`src/timer_queue_scheduler_defines.svh`:
```
// Assertion macros shared by the timer queue RTL.
// Expects i_clk and i_rst_n in the scope of each use.
`ifndef TIMER_QUEUE_SCHEDULER_DEFINES_SVH
`define TIMER_QUEUE_SCHEDULER_DEFINES_SVH

// antecedent implies consequent in the same cycle
`define TQS_ASSERT_NOW(lbl, ante, cons, msg) \
    lbl: assert property (@(posedge i_clk) disable iff (!i_rst_n) (ante) |-> (cons)) \
        else $error(msg);

// antecedent implies consequent in the next cycle
`define TQS_ASSERT_NEXT(lbl, ante, cons, msg) \
    lbl: assert property (@(posedge i_clk) disable iff (!i_rst_n) (ante) |=> (cons)) \
        else $error(msg);

`endif

```
`src/tqs_pkg.sv`:
```
// Shared types and constants of the timer queue scheduler.
// No dependencies.
package tqs_pkg;

    localparam int MAX_TIMERS  = 16;
    localparam int MAX_RESULTS = 16;
    localparam int IDX_W       = $clog2(MAX_TIMERS);
    localparam int CNT_W       = $clog2(MAX_RESULTS + 1);
    localparam int ID_W        = 31;
    localparam int HANDLE_W    = 16;
    localparam int DELAY_W     = 32;
    localparam int TIME_W      = 48;

    typedef enum logic [1:0] {
        OP_SCHEDULE = 2'd0,
        OP_CANCEL   = 2'd1,
        OP_TICK     = 2'd2,
        OP_STOP     = 2'd3
    } t_op;

    typedef enum logic [1:0] {
        KIND_SCHEDULED = 2'd0,
        KIND_REFUSED   = 2'd1,
        KIND_EXPIRED   = 2'd2,
        KIND_CANCELED  = 2'd3
    } t_kind;

    typedef enum logic [2:0] {
        CMD_NOP,
        CMD_WRITE,
        CMD_CANCEL,
        CMD_CLEAR,
        CMD_MARK,
        CMD_FIRE
    } t_cmd_op;

    // broadcast from the controller to every cell
    typedef struct packed {
        t_cmd_op                  op;
        logic [IDX_W-1:0]         index;
        logic [ID_W-1:0]          id;
        logic [HANDLE_W-1:0]      handle;
        logic [TIME_W-1:0]        deadline;
        logic [DELAY_W-1:0]       interval;
        logic                     rpt;
        logic [TIME_W-1:0]        now;
    } t_cmd;

    // best due timer so far, handed from cell to cell
    typedef struct packed {
        logic                     valid;
        logic [TIME_W-1:0]        deadline;
        logic [ID_W-1:0]          id;
        logic [HANDLE_W-1:0]      handle;
        logic [IDX_W-1:0]         index;
    } t_carry;

endpackage

```
`src/tqs_cell.sv`:
```
// One timer entry of the queue plus one stage of the earliest-due compare chain.
// Depends on tqs_pkg.
module tqs_cell (
    input  logic                        i_clk,
    input  logic                        i_rst_n,
    input  logic [tqs_pkg::IDX_W-1:0]   i_index,
    input  tqs_pkg::t_cmd               i_cmd,
    input  tqs_pkg::t_carry             i_carry,
    output tqs_pkg::t_carry             o_carry,
    output logic                        o_valid
);

    logic                            r_valid;
    logic                            r_due;
    logic [tqs_pkg::ID_W-1:0]        r_id;
    logic [tqs_pkg::HANDLE_W-1:0]    r_handle;
    logic [tqs_pkg::TIME_W-1:0]      r_deadline;
    logic [tqs_pkg::DELAY_W-1:0]     r_interval;
    logic                            r_repeat;
    tqs_pkg::t_carry                 r_carry;
    tqs_pkg::t_carry                 n_carry;
    logic                            w_mine;
    logic                            w_own_wins;

    assign w_mine = (i_cmd.index == i_index);

    // on a full tie the incoming entry has the lower index and keeps the slot
    assign w_own_wins = r_due && (!i_carry.valid || (r_deadline < i_carry.deadline) ||
                        ((r_deadline == i_carry.deadline) && (r_id < i_carry.id)));

    always_comb begin
        n_carry = i_carry;
        if (w_own_wins) begin
            n_carry.valid    = 1'b1;
            n_carry.deadline = r_deadline;
            n_carry.id       = r_id;
            n_carry.handle   = r_handle;
            n_carry.index    = i_index;
        end
    end

    always_ff @(posedge i_clk) begin
        if (!i_rst_n) begin
            r_valid <= 1'b0;
            r_due   <= 1'b0;
            r_carry <= '0;
        end else begin
            r_carry <= n_carry;
            case (i_cmd.op)
                tqs_pkg::CMD_WRITE: begin
                    if (w_mine) begin
                        r_valid    <= 1'b1;
                        r_due      <= 1'b0;
                        r_id       <= i_cmd.id;
                        r_handle   <= i_cmd.handle;
                        r_deadline <= i_cmd.deadline;
                        r_interval <= i_cmd.interval;
                        r_repeat   <= i_cmd.rpt;
                    end
                end
                tqs_pkg::CMD_CANCEL: begin
                    if (r_valid && (r_id == i_cmd.id)) begin
                        r_valid <= 1'b0;
                        r_due   <= 1'b0;
                    end
                end
                tqs_pkg::CMD_CLEAR: begin
                    r_valid <= 1'b0;
                    r_due   <= 1'b0;
                end
                tqs_pkg::CMD_MARK: begin
                    r_due <= r_valid && (r_deadline <= i_cmd.now);
                end
                tqs_pkg::CMD_FIRE: begin
                    if (w_mine) begin
                        r_due <= 1'b0;
                        if (r_repeat) begin
                            r_deadline <= r_deadline + tqs_pkg::TIME_W'(r_interval);
                        end else begin
                            r_valid <= 1'b0;
                        end
                    end
                end
                default: begin
                end
            endcase
        end
    end

    assign o_carry = r_carry;
    assign o_valid = r_valid;

endmodule

```
`config.mk`:
```
export PLATFORM = sky130hd
export DESIGN_NAME = tqs_cell
export DESIGN_NICKNAME = d
export VERILOG_FILES = /design/src/timer_queue_scheduler_defines.svh /design/src/tqs_pkg.sv /design/src/tqs_cell.sv
export SDC_FILE = /design/constraint.sdc
export NUM_CORES = 1
export LEC_CHECK = 0
export ABC_AREA = 1
export BUFFER_PORTS_ARGS = -buffer_cell sky130_fd_sc_hd__buf_2
export CAP_MARGIN = 20
export CORE_UTILIZATION = 40
export CTS_CLUSTER_DIAMETER = 60
export DETAILED_ROUTE_END_ITERATION = 10
export PLACE_DENSITY_LB_ADDON = 0.25
export SLEW_MARGIN = 0
export SYNTH_ARGS = -nofsm -noshare
export SYNTH_HDL_FRONTEND = slang
export SYNTH_SLANG_ARGS = --single-unit
```
`constraint.sdc`:
```
create_clock -name i_clk -period 29.4 [get_ports i_clk]
set_input_delay 4.41 -clock i_clk [delete_from_list [all_inputs] [get_ports i_clk]]
set_output_delay 4.41 -clock i_clk [all_outputs]
set_load 0.01 [all_outputs]
```
# [Yosys cells after proc, flatten, opt, wreduce, memory -nomap -nowiden]
# Cells that the tools add are included.
[totals] output_inout_bits=101 regBits=230 in_bits=289 wordCells=57
[classes] mux=12 n_addsub=1 reduce_logical=15 eq_ne=14 n_lt_le_gt_ge=3
[op_table] cell="48-bit two-way mux" count=3
[op_table] cell="100-bit two-way mux" count=1
[op_table] cell="48-bit case mux with 2 select lines" count=1
[op_table] cell="48-bit by 32-bit adder with 48-bit output" count=1
[op_table] cell="48-bit == test" count=1
[op_table] cell="48-bit less-or-equal comparator" count=1
[op_table] cell="48-bit < comparator" count=1
[op_table] cell="31-bit == test" count=1
[op_table] cell="31-bit < comparator" count=1
[op_table] cell="2-bit != test, second input constant" count=5
[op_table] cell="5-bit AND reduction" count=2
[op_table] cell="1-bit case mux with 4 select lines" count=2
[op_table] cell="4-bit nonzero test" count=2
[op_table] cell="3-bit by 2-bit == test with 1-bit output, second input constant" count=2
[op_table] cell="3-bit == test, second input constant" count=2
[op_table] cell="3-bit AND reduction" count=2
[op_table] cell="1-bit two-way mux" count=5
[op_table] cell="4-bit == test" count=1
[op_table] cell="1-bit logical AND" count=4
[op_table] cell="3-bit by 1-bit == test with 1-bit output, second input constant" count=1
[op_table] cell="1-bit logical OR" count=2
[op_table] cell="2-bit by 1-bit != test with 1-bit output, second input constant" count=1
[op_table] cell="2-bit nonzero test" count=1
[op_table] cell="2-bit OR reduction" count=1
[op_table] cell="1-bit logical NOT" count=1

# [Depth between registers and ports, before layout]
[logic_depth] ltp_word=5 ltp_mapped=19 depth_no_buf=17

# [Worst setup path before layout]
# Ideal clock, no wire load.
[synth_timing] kind="input -> register" start="input port i_rst_n" end="register r_handle[0] (netlist name) (enable)" arrival_time_ps=12434 n_path_buf=1 setup_time_ps=716 required_time_ps=28684 path_stages=3 setup_slack_ps=16250 cell_sequence="clkbuf_1 -> inv_1 -> nor4_1"
[synth_via] elab_chain_len=1
[synth_lines] item="start: declaration" line_no="tqs_cell.sv:5" text="input logic i_rst_n,"
[synth_lines] item="3-bit AND reduction (no line)"
[synth_lines] item="end signal: assignment" line_no="tqs_cell.sv:55" text="r_handle <= i_cmd.handle;"
[synth_lines] item="end: declaration" line_no="tqs_cell.sv:16" text="logic [tqs_pkg::HANDLE_W-1:0] r_handle;"
# No other way between the ends.
# A chain may end at the register's enable or synchronous reset.

# [Worst setup path after layout]
[layout_timing] start="input port i_carry[66] (netlist name)" end="register r_carry (netlist bit o_carry[3])"
[layout_via] elab_chain_len=5 elab_cells_between_ends=7 classes_between="1 x order compare; 1 x eq/ne; 1 x mux; 4 x reduce/logical"
[layout_lines] item="start: declaration" line_no="tqs_cell.sv:8" text="input tqs_pkg::t_carry i_carry,"
[layout_lines] item="48-bit < comparator or 48-bit == test (tied branches)" line_no="tqs_cell.sv:28, tqs_cell.sv:29"
[layout_lines] item="1-bit logical OR or 1-bit logical AND (tied branches)" line_no="tqs_cell.sv:28, tqs_cell.sv:29"
[layout_lines] item="1-bit logical OR (*)" line_no="tqs_cell.sv:28" text="assign w_own_wins = r_due && (!i_carry.valid || (r_deadline < i_carry.deadline) ||"
[layout_lines] item="1-bit logical AND (*)" line_no="tqs_cell.sv:28"
[layout_lines] item="100-bit two-way mux (*)" line_no="tqs_cell.sv:33" text="if (w_own_wins) begin"
[layout_lines] item="end signal: assignment" line_no="tqs_cell.sv:48" text="r_carry <= n_carry;"
[layout_lines] item="end: declaration" line_no="tqs_cell.sv:20" text="tqs_pkg::t_carry r_carry;"
# Mark *: on every way between the ends. The rest lies on a longest branch, timed or not.

==> flow_summary.toml <==
[route]
wire_per_inst_um = 17.9
via_per_inst = 5.06
vias = 15300
drc = 0
dr.pass1.iters = 5
drt_iter0_drc = 895
routed_wl_um = 54100
antenna_left = 0

[global_route]
grt_start_max_net_pins = 106
grt_pass1_wl_um = 80900
overflow = 0
grt_usage_pct = 27.0
met3_usage_pct = 3.63
grt_pass1_vias = 14900
antenna_found_initial = 5
grt-busiest-layer = "met2"
grtUsageMet2_pct = 46.2
grtUsageMet1_pct = 34.2

[cts]
clk_latency_ns = 0.59
cts.sinks = 230
cts_resized = 0
clk_pin_slew_worst_paths_ns = 0.06
cts_tree = "done"
ctsHoldBuffers = 0
cts_root_buffer = "clkbuf_16"
numCtsBuffers = 30
clockBufferDepth = 3
post_cts_buffers = 0
htree_levels = 1

[critical_path]
startpoint_type = "input pin"
cp-endpoint = "o_carry[3]"
cp_data_arrival_time_ns = 7.25
worstSetupPathType = "input pin to register"
critPathLaunch = "i_carry[66]"
r2r_cells = 13
r2r_start = "r_deadline[15]"
required_ns = 29.88
reg2reg_slack_ns = 26.01
reg2reg_to = "o_carry[3]"
cp-end-kind = "register"
crit_fanout = 105

[sta]
rsz0062_at_grt = "no"
maxSlewViolCount = 0
fmax_mhz = 148
timing.final.hold_violations = 0
setup_viol_count_final = 0
tightest_slew_ns = 1.06
tns_ns = 0
finalClockSkew_ns = 0.0142
fin_ws_ns = 22.63
period_share_pct = 23.0
relSlewSlack_pct = 29.3
min_period_ns = 6.77

[yosys]
synth_seq_cells = 230
ys_warn_count = 0
yosys.area.top_type = "edfxtp_1"
syn-cell-area_um2 = 15500
ys_types = 35
synthTopCellsByArea = "edfxtp_1 25%, dfxtp_1 13%, ha_1 13%, nand2_1 12%, inv_1 7.9%"
synth.top_cell.area_share_pct = 24.8
synth-edff-count = 128
synth_seq_area_share_pct = 38.0
synth_nets = 2563
syn_inst = 2115
syn_area_per_cell_um2 = 7.32
synth_flop_cell = "edfxtp_1"
async_reset_ff_share_pct = 0

[outcome]
status = "finished, final reports clean"

[placement]
gp_congestion = 0.968
port-buffer-count = 389
dp_slack_ns = 21.33
hpwlAfterDp_um = 43200

[run]
drv_cap = 0

[cells_and_area]
mostFrequentLayoutCells = "514 x nand2_1, 388 x buf_2, 326 x inv_1, 220 x nor2_1, 207 x a21oi_1"
syn_to_final_growth_pct = 21.5
final_util_pct = 49.7
mostFrequentLayoutCell = "nand2_1"
final_nets = 2929
layout-drive-gt1-share_pct = 18.7

[power]
ir_drop_v = 0.0000461
total_power_uw = 828
power.leakage_uw = 0.00974
power_density_nw_per_um2 = 44.0

[floorplan]
std_cell_rows = 71
initial_core_util_pct = 40.9
die_h_um = 199
dieWidth_um = 199
die-area_um2 = 39500
io_pins = 390
core_um2 = 37800

[hold_path]
min_path_type = "register to register"
## state kept, by name, indices dropped and copies added, names as in the netlist
register and count:
o_carry 100, o_valid 1, r_deadline 48, r_due 1, r_handle 16, r_id 31
r_interval 32, r_repeat 1
## cells in the mapped netlist (5+ instances only)
cell,count
nor2_1,221
o21a_1,5
nor4_1,5
buf_2,7
xnor2_1,21
a21oi_1,207
inv_1,327
o21bai_1,8
buf_6,10
or2_2,17
nor3_1,25
o21ai_0,72
nand2_1,514
ha_1,158
nand3_1,180
dfxtp_1,102
clkbuf_1,42
xor2_1,8
edfxtp_1,128
nand4_1,32
## routing by layer
layer / wire length (um) / vias up
met2: 25700 / 497
met4: 2110 / 4
met3: 2840 / 118
met5: 27 / -
met1: 23500 / 7029
li1: - / 7631
## area by class of cell
class                           count  area [um^2]
Sequential cell                   230         5890
Multi-Input combinational cell   1493         8030
Timing Repair Buffer              398         2050
Inverter                          328         1230
Clock inverter                     14          108
Clock buffer                       40          860
Tap cell                          511          639
Fill cell                        3855        19000
Antenna cell                        6         15.0
## worst max-delay path: stages
cell     delay, ns
buf_2         0.10
inv_1         0.05
ha_1          0.29
nand2_1       0.07
nor2_1        0.18
nand2_1       0.12
a21oi_1       0.13
nand3_1       0.20
nor2_1        0.16
nand3_1       0.14
nand3_4       0.19
buf_4         0.81
nand3_1       0.17
nand2_1       0.12
nor2_1        0.05
## cell families (layout without fill, tap and decap cells)
family / Yosys count / in the layout / share of synthesized area [%]
and+or+nand+nor: 1002 / 1002 / 27.0
buffers and inverters: 392 / 780 / 10.3
AOI/OAI and AO/OA: 303 / 303 / 10.1
DFF: 230 / 230 / 38.0
adders and majority gates: 159 / 159 / 12.9
xor gates and xnor gates: 29 / 29 / 1.64
other: 0 / 6 / 0
## where the power goes
group	leakage [uW]	switching (uW)	total [uW]	internal [uW]
logic	0.00725	68.6	115	46.5
registers	0.00201	6.45	357	350
clock network	0.000477	150	356	206
total	0.00974	225	828	602
## through the flow
step	std cells	instance area (um^2)	hold slack [ns]
after floorplan	2115	15500	0.531
after global placement	2958	17800	0.540
after detailed placement	2958	17800	0.554
after CTS	3012	18800	0.564
after global routing	3017	18800	0.604
final	3020	18800	0.560
## how the worst min path moves through the flow
stage	from	to	slack (ns)	depth (start not counted)
2_1_floorplan	r_handle[6]	o_carry[10]	0.53	4
3_3_place_gp	r_handle[15]	o_carry[19]	0.54	4
3_5_place_dp	r_handle[10]	o_carry[14]	0.55	4
4_1_cts	r_handle[9]	o_carry[13]	0.56	4
5_1_grt	r_handle[11]	o_carry[15]	0.60	4
6_report	r_handle[9]	o_carry[13]	0.56	4
No activity file was read; power rests on OpenSTA's default activity.
